===== src/hw/rtl/tcw_pkg.sv =====
// Package for the text console writer: channel payload types, request codes,
// command types passed from the front end to the back end. No dependencies.
`timescale 1ns / 1ps

package tcw_pkg;

   localparam int ROWS_DEFAULT = 25;
   localparam int COLS_DEFAULT = 80;

   localparam logic [7:0] ATTR_RESET   = 8'h0F;
   localparam logic [7:0] NEWLINE_CODE = 8'h0A;

   // request codes on the input channel
   localparam logic [1:0] REQ_PUT   = 2'd0;
   localparam logic [1:0] REQ_SET   = 2'd1;
   localparam logic [1:0] REQ_CLEAR = 2'd2;
   localparam logic [1:0] REQ_READ  = 2'd3;

   typedef struct packed {
      logic [1:0]  req_type;
      logic [7:0]  char_code;
      logic [10:0] cell_index;
   } req_item_type;

   typedef struct packed {
      logic [7:0]  cell_char;
      logic [7:0]  cell_attr;
      logic [10:0] cursor_now;
      logic        scrolled;
   } rsp_item_type;

   typedef enum logic [2:0] {
      OP_PUTC,
      OP_NEWLINE,
      OP_SETCUR,
      OP_CLEAR,
      OP_READ
   } op_type;

   typedef struct packed {
      op_type      op;
      logic [7:0]  char_code;
      logic [10:0] cell_index;
      logic        in_range;
   } cmd_type;

   typedef struct packed {
      logic init_busy;
      logic pop;
   } back_stat_type;

endpackage


===== src/hw/rtl/tcw_front.sv =====
// Front end of the text console writer: accepts request words, decodes them
// into commands and holds them in a two-entry queue. Depends on tcw_pkg.
`timescale 1ns / 1ps

module tcw_front #(
   parameter int ROWS = tcw_pkg::ROWS_DEFAULT,
   parameter int COLS = tcw_pkg::COLS_DEFAULT
) (
   input  logic                  clock,
   input  logic                  reset,
   input  logic                  req_valid,
   output logic                  req_stall,
   input  tcw_pkg::req_item_type req_item,
   input  tcw_pkg::back_stat_type back_stat,
   output logic                  cmd_valid,
   output tcw_pkg::cmd_type      cmd
);
   import tcw_pkg::*;

   localparam int CELL_COUNT = ROWS * COLS;

   cmd_type    queue_ff [2];
   logic       wr_ptr_ff, wr_ptr_in;
   logic       rd_ptr_ff, rd_ptr_in;
   logic [1:0] count_ff, count_in;
   cmd_type    decoded;
   logic       push;

   always_comb begin
      decoded.char_code  = req_item.char_code;
      decoded.cell_index = req_item.cell_index;
      decoded.in_range   = (32'(req_item.cell_index) < 32'(CELL_COUNT));
      case (req_item.req_type)
         REQ_PUT: begin
            decoded.op = (req_item.char_code == NEWLINE_CODE) ? OP_NEWLINE : OP_PUTC;
         end
         REQ_SET:   decoded.op = OP_SETCUR;
         REQ_CLEAR: decoded.op = OP_CLEAR;
         REQ_READ:  decoded.op = OP_READ;
         default:   decoded.op = OP_READ;
      endcase
   end

   // hold off requests while the queue is full or the store is being cleared after reset
   assign req_stall = (count_ff == 2'd2) || back_stat.init_busy;
   assign push      = req_valid && !req_stall;
   assign cmd_valid = (count_ff != 2'd0);
   assign cmd       = queue_ff[rd_ptr_ff];

   always_comb begin
      wr_ptr_in = push ? !wr_ptr_ff : wr_ptr_ff;
      rd_ptr_in = back_stat.pop ? !rd_ptr_ff : rd_ptr_ff;
      count_in  = count_ff;
      if (push && !back_stat.pop) begin
         count_in = count_ff + 2'd1;
      end else if (!push && back_stat.pop) begin
         count_in = count_ff - 2'd1;
      end
   end

   always_ff @(posedge clock) begin
      if (reset) begin
         wr_ptr_ff <= 1'b0;
         rd_ptr_ff <= 1'b0;
         count_ff  <= 2'd0;
      end else begin
         wr_ptr_ff <= wr_ptr_in;
         rd_ptr_ff <= rd_ptr_in;
         count_ff  <= count_in;
      end
   end

   always_ff @(posedge clock) begin
      if (push) begin
         queue_ff[wr_ptr_ff] <= decoded;
      end
   end

endmodule


===== config.mk =====
export PLATFORM = sky130hd
export DESIGN_NAME = tcw_front
export DESIGN_NICKNAME = d
export VERILOG_FILES = /design/src/hw/rtl/tcw_pkg.sv /design/src/hw/rtl/tcw_front.sv
export SDC_FILE = /design/constraint.sdc
export NUM_CORES = 1
export LEC_CHECK = 0
export ABC_AREA = 1
export BUFFER_PORTS_ARGS = -buffer_cell sky130_fd_sc_hd__buf_4
export CAP_MARGIN = 10
export CORE_MARGIN = 5
export CORE_UTILIZATION = 31
export CTS_BUF_LIST = sky130_fd_sc_hd__clkbuf_4 sky130_fd_sc_hd__clkbuf_8
export DETAILED_ROUTE_END_ITERATION = 10
export GPL_TIMING_DRIVEN = 0
export SETUP_SLACK_MARGIN = 0.05
export SYNTH_ARGS = -nofsm -noshare
export SYNTH_HDL_FRONTEND = slang
export SYNTH_SLANG_ARGS = --single-unit

===== constraint.sdc =====
create_clock -name clock -period 2 [get_ports clock]
set_input_delay 0.3 -clock clock [delete_from_list [all_inputs] [get_ports clock]]
set_output_delay 0.3 -clock clock [all_outputs]
set_load 0.01 [all_outputs]

Word-level counts from Yosys, hierarchy flattened
Memory sizes are Yosys's and may differ from the RTL's. A register that Yosys moved wholly into a read port is not among the register bits.
Cells that the tools add are included.

word-level totals
  flip-flop bits (word level) = 4
  RAM bits = 46
  bits of input ports = 26
  output and inout bits = 25
  logic and storage cells = 32
  memories = 1

operators by class
  add/sub/neg operators = 2
  magnitude comparators = 1
  equal/unequal tests = 5
  muxes and demuxes = 8
  reductions and logical operators = 12

memory list
  memory    words  width  rd ports  clocked after Yosys merged registers in  wr ports  RTL line         text
  queue_ff  2      23     1         1                                        1         tcw_front.sv:22  cmd_type queue_ff [2];

operators with widths
  kind                  number
  $pmux 3 s4            1
  $lt 11x11->1 const B  1
  $eq 8x4->1 const B    1
  $eq 2x2->1 const B    3
  $logic_not 1->1       5
  $mux 1                5
  $mux 2                2
  $reduce_bool 2->1     2
  $logic_and 1x1->1     3
  $add 2x1->2 const B   1
  $eq 2x1->1 const B    1
  $logic_not 2->1       1
  $sub 2x1->2 const B   1
  $logic_or 1x1->1      1

Depth between registers and ports, before layout
Gate-level depths: netlist of run 1.

  word-level depth = 8
  gate-level depth with buffers = 11
  gate-level depth less buffers = 11

Least setup slack after synthesis of run 1
No wires, ideal clock.

  kind = register -> register
  start = reg count_ff[0]
  end = mem queue_ff[0][0] in the netlist's numbering (enable)
  setup time = 0.403 ns
  data arrival time = 1.564 ns
  required time = 1.597 ns
  slack = 0.034 ns
  stages on the path, launching flop included = 5
  clock period less this slack = 1.966 ns
  cell sequence = dfxtp_1 -> inv_1 -> nand2_1 -> nand3_1 -> nor2_1

between the ends
  word-level cells in the longest chain between the ends = 6

ends and longest elaborated chain
  element                       RTL line         text
  from (decl)                   tcw_front.sv:25  logic [1:0] count_ff, count_in;
  from (signal assigned)        tcw_front.sv:69  count_ff <= count_in;
  $eq 2x2->1                    tcw_front.sv:45  assign req_stall = (count_ff == 2'd2) || back_stat.init_busy;
  $logic_or 1x1->1              tcw_front.sv:45
  $logic_not 1->1               tcw_front.sv:46  assign push = req_valid && !req_stall;
  $logic_and 1x1->1             tcw_front.sv:46
  $mux 1                        tcw_front.sv:74  if (push) begin
  $mux 1 (implied by the code)  tcw_front.sv:75  queue_ff[wr_ptr_ff] <= decoded;
  to (decl)                     tcw_front.sv:22

Every way passes these cells.

==> results.yml, run 1 <==
cts:
  clockBufferDepth: 2
  h-tree-depth: 2
  tritoncts.num_buffers: 5
  hold_buffers: 0
  cts_root_buffer: "clkbuf_8"
  ctsResizeCount: 0
  clk_pin_slew_ns: 0.09
  post-cts-setup-buffers: 0
  tritoncts: "done"
  cts_sinks: 51
  clock_latency_ns: 0.29
power_and_ir_drop:
  power_switching_mw: 0.4777
  power_density_mw_per_mm2: 853.6
  p_clk_share_pct: 30.6
  leakage_nw: 1.033
  seqPwrFrac_pct: 55.3
  ir_drop_mv: 0.4903
  power.internal_mw: 1.748
  sw_frac_of_total_pct: 21.46
  p_comb_share_pct: 14.1
timing:
  drv_slew: 0
  finalHoldViolations: 0
  min_period_ns: 1.765
  fin_worst_skew_ns: 0.005831
  setup_viol: 0
  max_freq_mhz: 566.5
  slew_headroom_pct: 33.63
  finalCritPeriodShare_pct: 88.26
  worstMarginPinSlew_ns: 0.9944
  rsz0062_at_grt: "no"
worst_hold_path:
  hold_path_depth: 2
  min_from: "reset"
  hold_class: "primary input to register"
  worst_hold_path.endpoint: "wr_ptr_ff"
drt:
  vias: 1152
  drc: 0
  via_per_inst: 4.414
  drt-wirelength-per-cell_um: 14.02
  detail-route-antenna-nets: 0
  drt_wl_total_mm: 3.658
  drt_iter0_markers: 54
  dr.pass1.iters: 4
critical_path:
  r2r_start: "count_ff[0]"
  worstPathArrival_ns: 1.47
  path_class: "register to output port"
  r2r_setup_slack_ns: 0.25
  start_kind: "register"
  r2r-end: "queue_ff[1][12]"
  worstRegToRegCells: 4
  cp-end-kind: "output port"
  crit_required_ns: 1.70
  critical_path.max_fanout: 10
placed_design:
  placed_cell_area_mm2: 0.002501
  placed_cells: 254
  io_buffers: 50
  gp_congestion: 0.7175
  dpl.hpwl_mm: 2.682
yosys:
  ys.warnings.count: 0
  synth_area_per_cell_um2: 15.97
  ys_types: 16
  synthCells: 126
  synth_nets: 156
  ys_seq_elements: 51
  yosysSeqAreaShare_pct: 73.63
  syn-cell-area_mm2: 0.002012
floorplan:
  die_y_um: 90.56
  die_area_mm2: 0.008201
  start_util_pct: 31.68
  rows: 29
  core_area_mm2: 0.006350
  die_w_um: 90.56
  ios: 51
grt:
  antenna_found_initial: 0
  grt_pass1_wl_mm: 5.934
  grt_pass1_vias: 1231
  grt_start_max_net_pins: 24
  gr-total-overflow: 0
  grt.total_usage_pct: 9.209
cells_and_area:
  fin_util_pct: 41.06
  nets: 214
  final_cell_mix: "buf_4, edfxtp_1, mux2_2"
  final_common_cell: "buf_4"
  final_cells: 261
  diodes: 0
  fin_area_mm2: 0.002608
  area.growth.synth_to_final_pct: 29.60
  layout-drive-gt1-share_pct: 45.65
flow_run:
  maxCapViolations: 0
status:
  outcome: "completed"
[worst max-delay path by stage]
stage                           start              end  slack, ns  depth (start not counted)
after floorplan           count_ff[0]   queue_ff[0][0]       0.40                          4
after global placement    count_ff[0]   queue_ff[0][5]      -0.04                          4
after detailed placement  count_ff[0]   queue_ff[1][6]       0.22                          4
after CTS                    register          cmd[17]       0.19                          3
after global routing      count_ff[0]  queue_ff[1][12]       0.06                          4
final                        register          cmd[17]       0.23                          3
[synth_stat cells, drive strengths merged]
cell | number | area (µm²)
a21oi | 1 | 5.000
and3 | 1 | 6.260
buf | 2 | 22.52
dfxtp | 5 | 100.1
edfxtp | 46 | 1381
ha | 4 | 50.05
inv | 16 | 60.06
mux2 | 23 | 259.0
nand2 | 10 | 37.54
nand3 | 3 | 15.01
nand4 | 2 | 12.51
nor2 | 9 | 33.78
o2111ai | 1 | 8.760
o21ai | 1 | 5.000
o22ai | 1 | 6.260
xnor2 | 1 | 8.760
[flip-flops by register name, summed over array words and instances, names as in the netlist, named ones only]
register	cells
count_ff	2
queue_ff	46
wr_ptr_ff	1
rd_ptr_ff	1
[critical path, stage by stage, from the launching register on]
cell	delay (ns)
dfxtp_1	0.47
buf_6	0.20
mux2_2	0.35
buf_4	0.15
[final cells by class]
cell class	count	area (µm²)
fillers	604	3742
clock inverters	2	37.54
well taps	77	96.34
clock buffers	5	68.82
multi-input cells	57	450.4
inverters	16	60.06
repair buffers	51	390.4
flip-flops and latches	51	1481
plain buffers	2	22.52
[power by group through the flow]
stage / Combinational (mW) / Clock (mW) / Sequential (mW)
finish: 0.313 / 0.681 / 1.23
global route: 0.345 / 0.759 / 1.24
CTS: 0.321 / 0.711 / 1.23
detailed placement: 0.321 / 0 / 1.26
global placement: 0.312 / 0 / 1.26
floorplan: 0.162 / 0 / 1.25
[routing by layer]
metal	part of all wire (%)	global-route usage, %	vias up
li1	-	-	565
met1	43	10.97	537
met2	48	15.07	43
met3	7.4	3.500	7
met4	1.3	3.350	0
met5	0	0	-
[kinds of logic (layout without fill, tap and decap cells)]
kind of cell	Yosys count	after routing	synth area share, %
multiplexers	23	23	12.87
AND/OR/NAND/NOR	25	25	5.224
buffers and inverters	18	76	4.105
AO/OA/AOI/OAI	4	4	1.244
flip-flops	51	51	73.63
adder cells (fa/ha/maj)	4	4	2.488
XOR/XNOR	1	1	0.4354
[stage by stage]
step | hold slack, ns | power (mW) | setup slack [ns] | TNS (ns)
global placement | 0.4887 | 1.568 | -0.04361 | -0.9823
CTS | 0.1720 | 2.265 | 0.1904 | 0
detailed placement | 0.4887 | 1.578 | 0.2209 | 0
finish | 0.1873 | 2.226 | 0.2347 | 0
floorplan | 0.3715 | 1.414 | 0.4002 | 0
global route | 0.1562 | 2.341 | 0.05609 | 0
Power figures use the tool's default switching activity.
==> run 2: changes to the inputs <==
==> constraint.sdc (replaced) <==
create_clock -name clock -period 2 [get_ports clock]
set_input_delay 0.4 -clock clock [delete_from_list [all_inputs] [get_ports clock]]
set_output_delay 0.4 -clock clock [all_outputs]
set_load 0.01 [all_outputs]
==> results.yml, run 2 (synthesized netlist as in run 1, its figures left out) <==
cells_and_area:
  nets: 214
  largest_reg_flops: 46
  final_cell_mix: "buf_4, edfxtp_1, mux2_2"
  top_regs: "queue_ff: 46 flops, count_ff: 2 flops"
  area.growth.synth_to_final_pct: 29.66
  fin_area_mm2: 0.002609
  multi_input_area_um2: 450.4
  filler_cell_count: 604
  layout-drive-gt1-share_pct: 46.20
  fin_util_pct: 41.08
  final_common_cell: "buf_4"
  diodes: 0
  seqCellArea_mm2: 0.001483
  final_cells: 261
  regMostFlops: "queue_ff"
timing:
  fin_hold_ws_ns: 0.2874
  min_period_ns: 1.775
  final.setup.tns_ns: 0
  drv_slew: 0
  max_freq_mhz: 563.5
  setup_viol: 0
  slew_headroom_pct: 32.99
  finalCritPeriodShare_pct: 88.74
  worst_slack_ns: 0.2253
  fin_worst_skew_ns: 0.005881
  worstMarginPinSlew_ns: 1.004
  rsz0062_at_grt: "no"
  finalHoldViolations: 0
floorplan:
  core_area_mm2: 0.006350
  start_util_pct: 31.68
  rows: 29
  die_area_mm2: 0.008201
  die_y_um: 90.56
  die_w_um: 90.56
  ios: 51
power_and_ir_drop:
  power_density_mw_per_mm2: 853.2
  leakage_nw: 1.033
  ir_drop_mv: 0.4903
  total_power_mw: 2.226
grt:
  grt.total_usage_pct: 9.209
  gr-total-overflow: 0
  grt_start_max_net_pins: 24
  antenna_found_initial: 0
  grt_pass1_wl_mm: 5.934
  grt_pass1_vias: 1231
flow_run:
  maxCapViolations: 0
drt:
  dr.pass1.iters: 4
  via_per_inst: 4.421
  drt-wirelength-per-cell_um: 13.99
  vias: 1154
  detail-route-antenna-nets: 0
  drt_wl_total_mm: 3.652
  drc: 0
  drt_iter0_markers: 44
critical_path:
  path_class: "register to output port"
  worstPathArrival_ns: 1.37
  r2r-end: "queue_ff[1][12]"
  start_kind: "register"
  crit_required_ns: 1.60
  critical_path.max_fanout: 10
  endpoint: "cmd[17]"
  r2r_setup_slack_ns: 0.24
  cp-end-kind: "output port"
  worstRegToRegCells: 4
  r2r_start: "count_ff[0]"
cts:
  h-tree-depth: 2
  cts_root_buffer: "clkbuf_8"
  clk_pin_slew_ns: 0.09
  post-cts-setup-buffers: 0
  clockBufferDepth: 2
  cts_sinks: 51
  tritoncts.num_buffers: 5
  tritoncts: "done"
  clock_latency_ns: 0.29
placed_design:
  io_buffers: 50
  placed_cell_area_mm2: 0.002501
  placed_cells: 254
  pre_cts_ws_ns: 0.1227
  dpl.hpwl_mm: 2.682
  gp_congestion: 0.7175
status:
  outcome: "completed"
worst_hold_path:
  hold_class: "primary input to register"
run 2: changes by cell type in the layout (fill, tap and decap cells not counted):
cell     previous run  this run
dfxtp_2             0         1
dfxtp_1             5         4
run 2: per-layer routing:
metal	share of wire (%)	GRT usage (%)	wire [µm]	vias up
met3	7.4	3.500	269	7
met2	48	15.07	1767	43
li1	-	-	-	566
met4	1.3	3.350	47	0
met1	43	10.97	1568	538
met5	0	0	0	-
run 2: worst min-delay path by stage:
stage	to	slack [ns]	depth (start not counted)	from
3_3_place_gp	rd_ptr_ff	0.50	2	rd_ptr_ff
6_report	wr_ptr_ff	0.29	2	reset
2_1_floorplan	wr_ptr_ff	0.47	1	reset
3_5_place_dp	rd_ptr_ff	0.50	2	rd_ptr_ff
5_1_grt	queue_ff[1][4]	0.26	1	req_item[3]
4_1_cts	queue_ff[1][4]	0.27	1	req_item[3]
run 2: power breakdown:
| group | switching (mW) | internal, mW |
|---|---|---|
| clock network | 0.316 | 0.366 |
| logic | 0.145 | 0.168 |
| registers | 0.0164 | 1.22 |
| total | 0.477 | 1.75 |
run 2: timing repair:
action,in CTS,in global routing
gates resized for setup,0,1
setup endpoints to repair,0,19
hold buffers,0,0
run 2: cell type report:
type | instances | area share [%]
sequential | 51 | 56.83
multi-input combinational | 57 | 17.27
timing repair buffer | 51 | 14.96
tap | 77 | 3.693
clock buffer | 5 | 2.638
inverter | 16 | 2.302
clock inverter | 2 | 1.439
buffer | 2 | 0.8633
run 2: critical path, cell delays in order (launching register included):
cell and delay (ns):
dfxtp_2 0.41, buf_6 0.18, mux2_2 0.35, buf_4 0.15
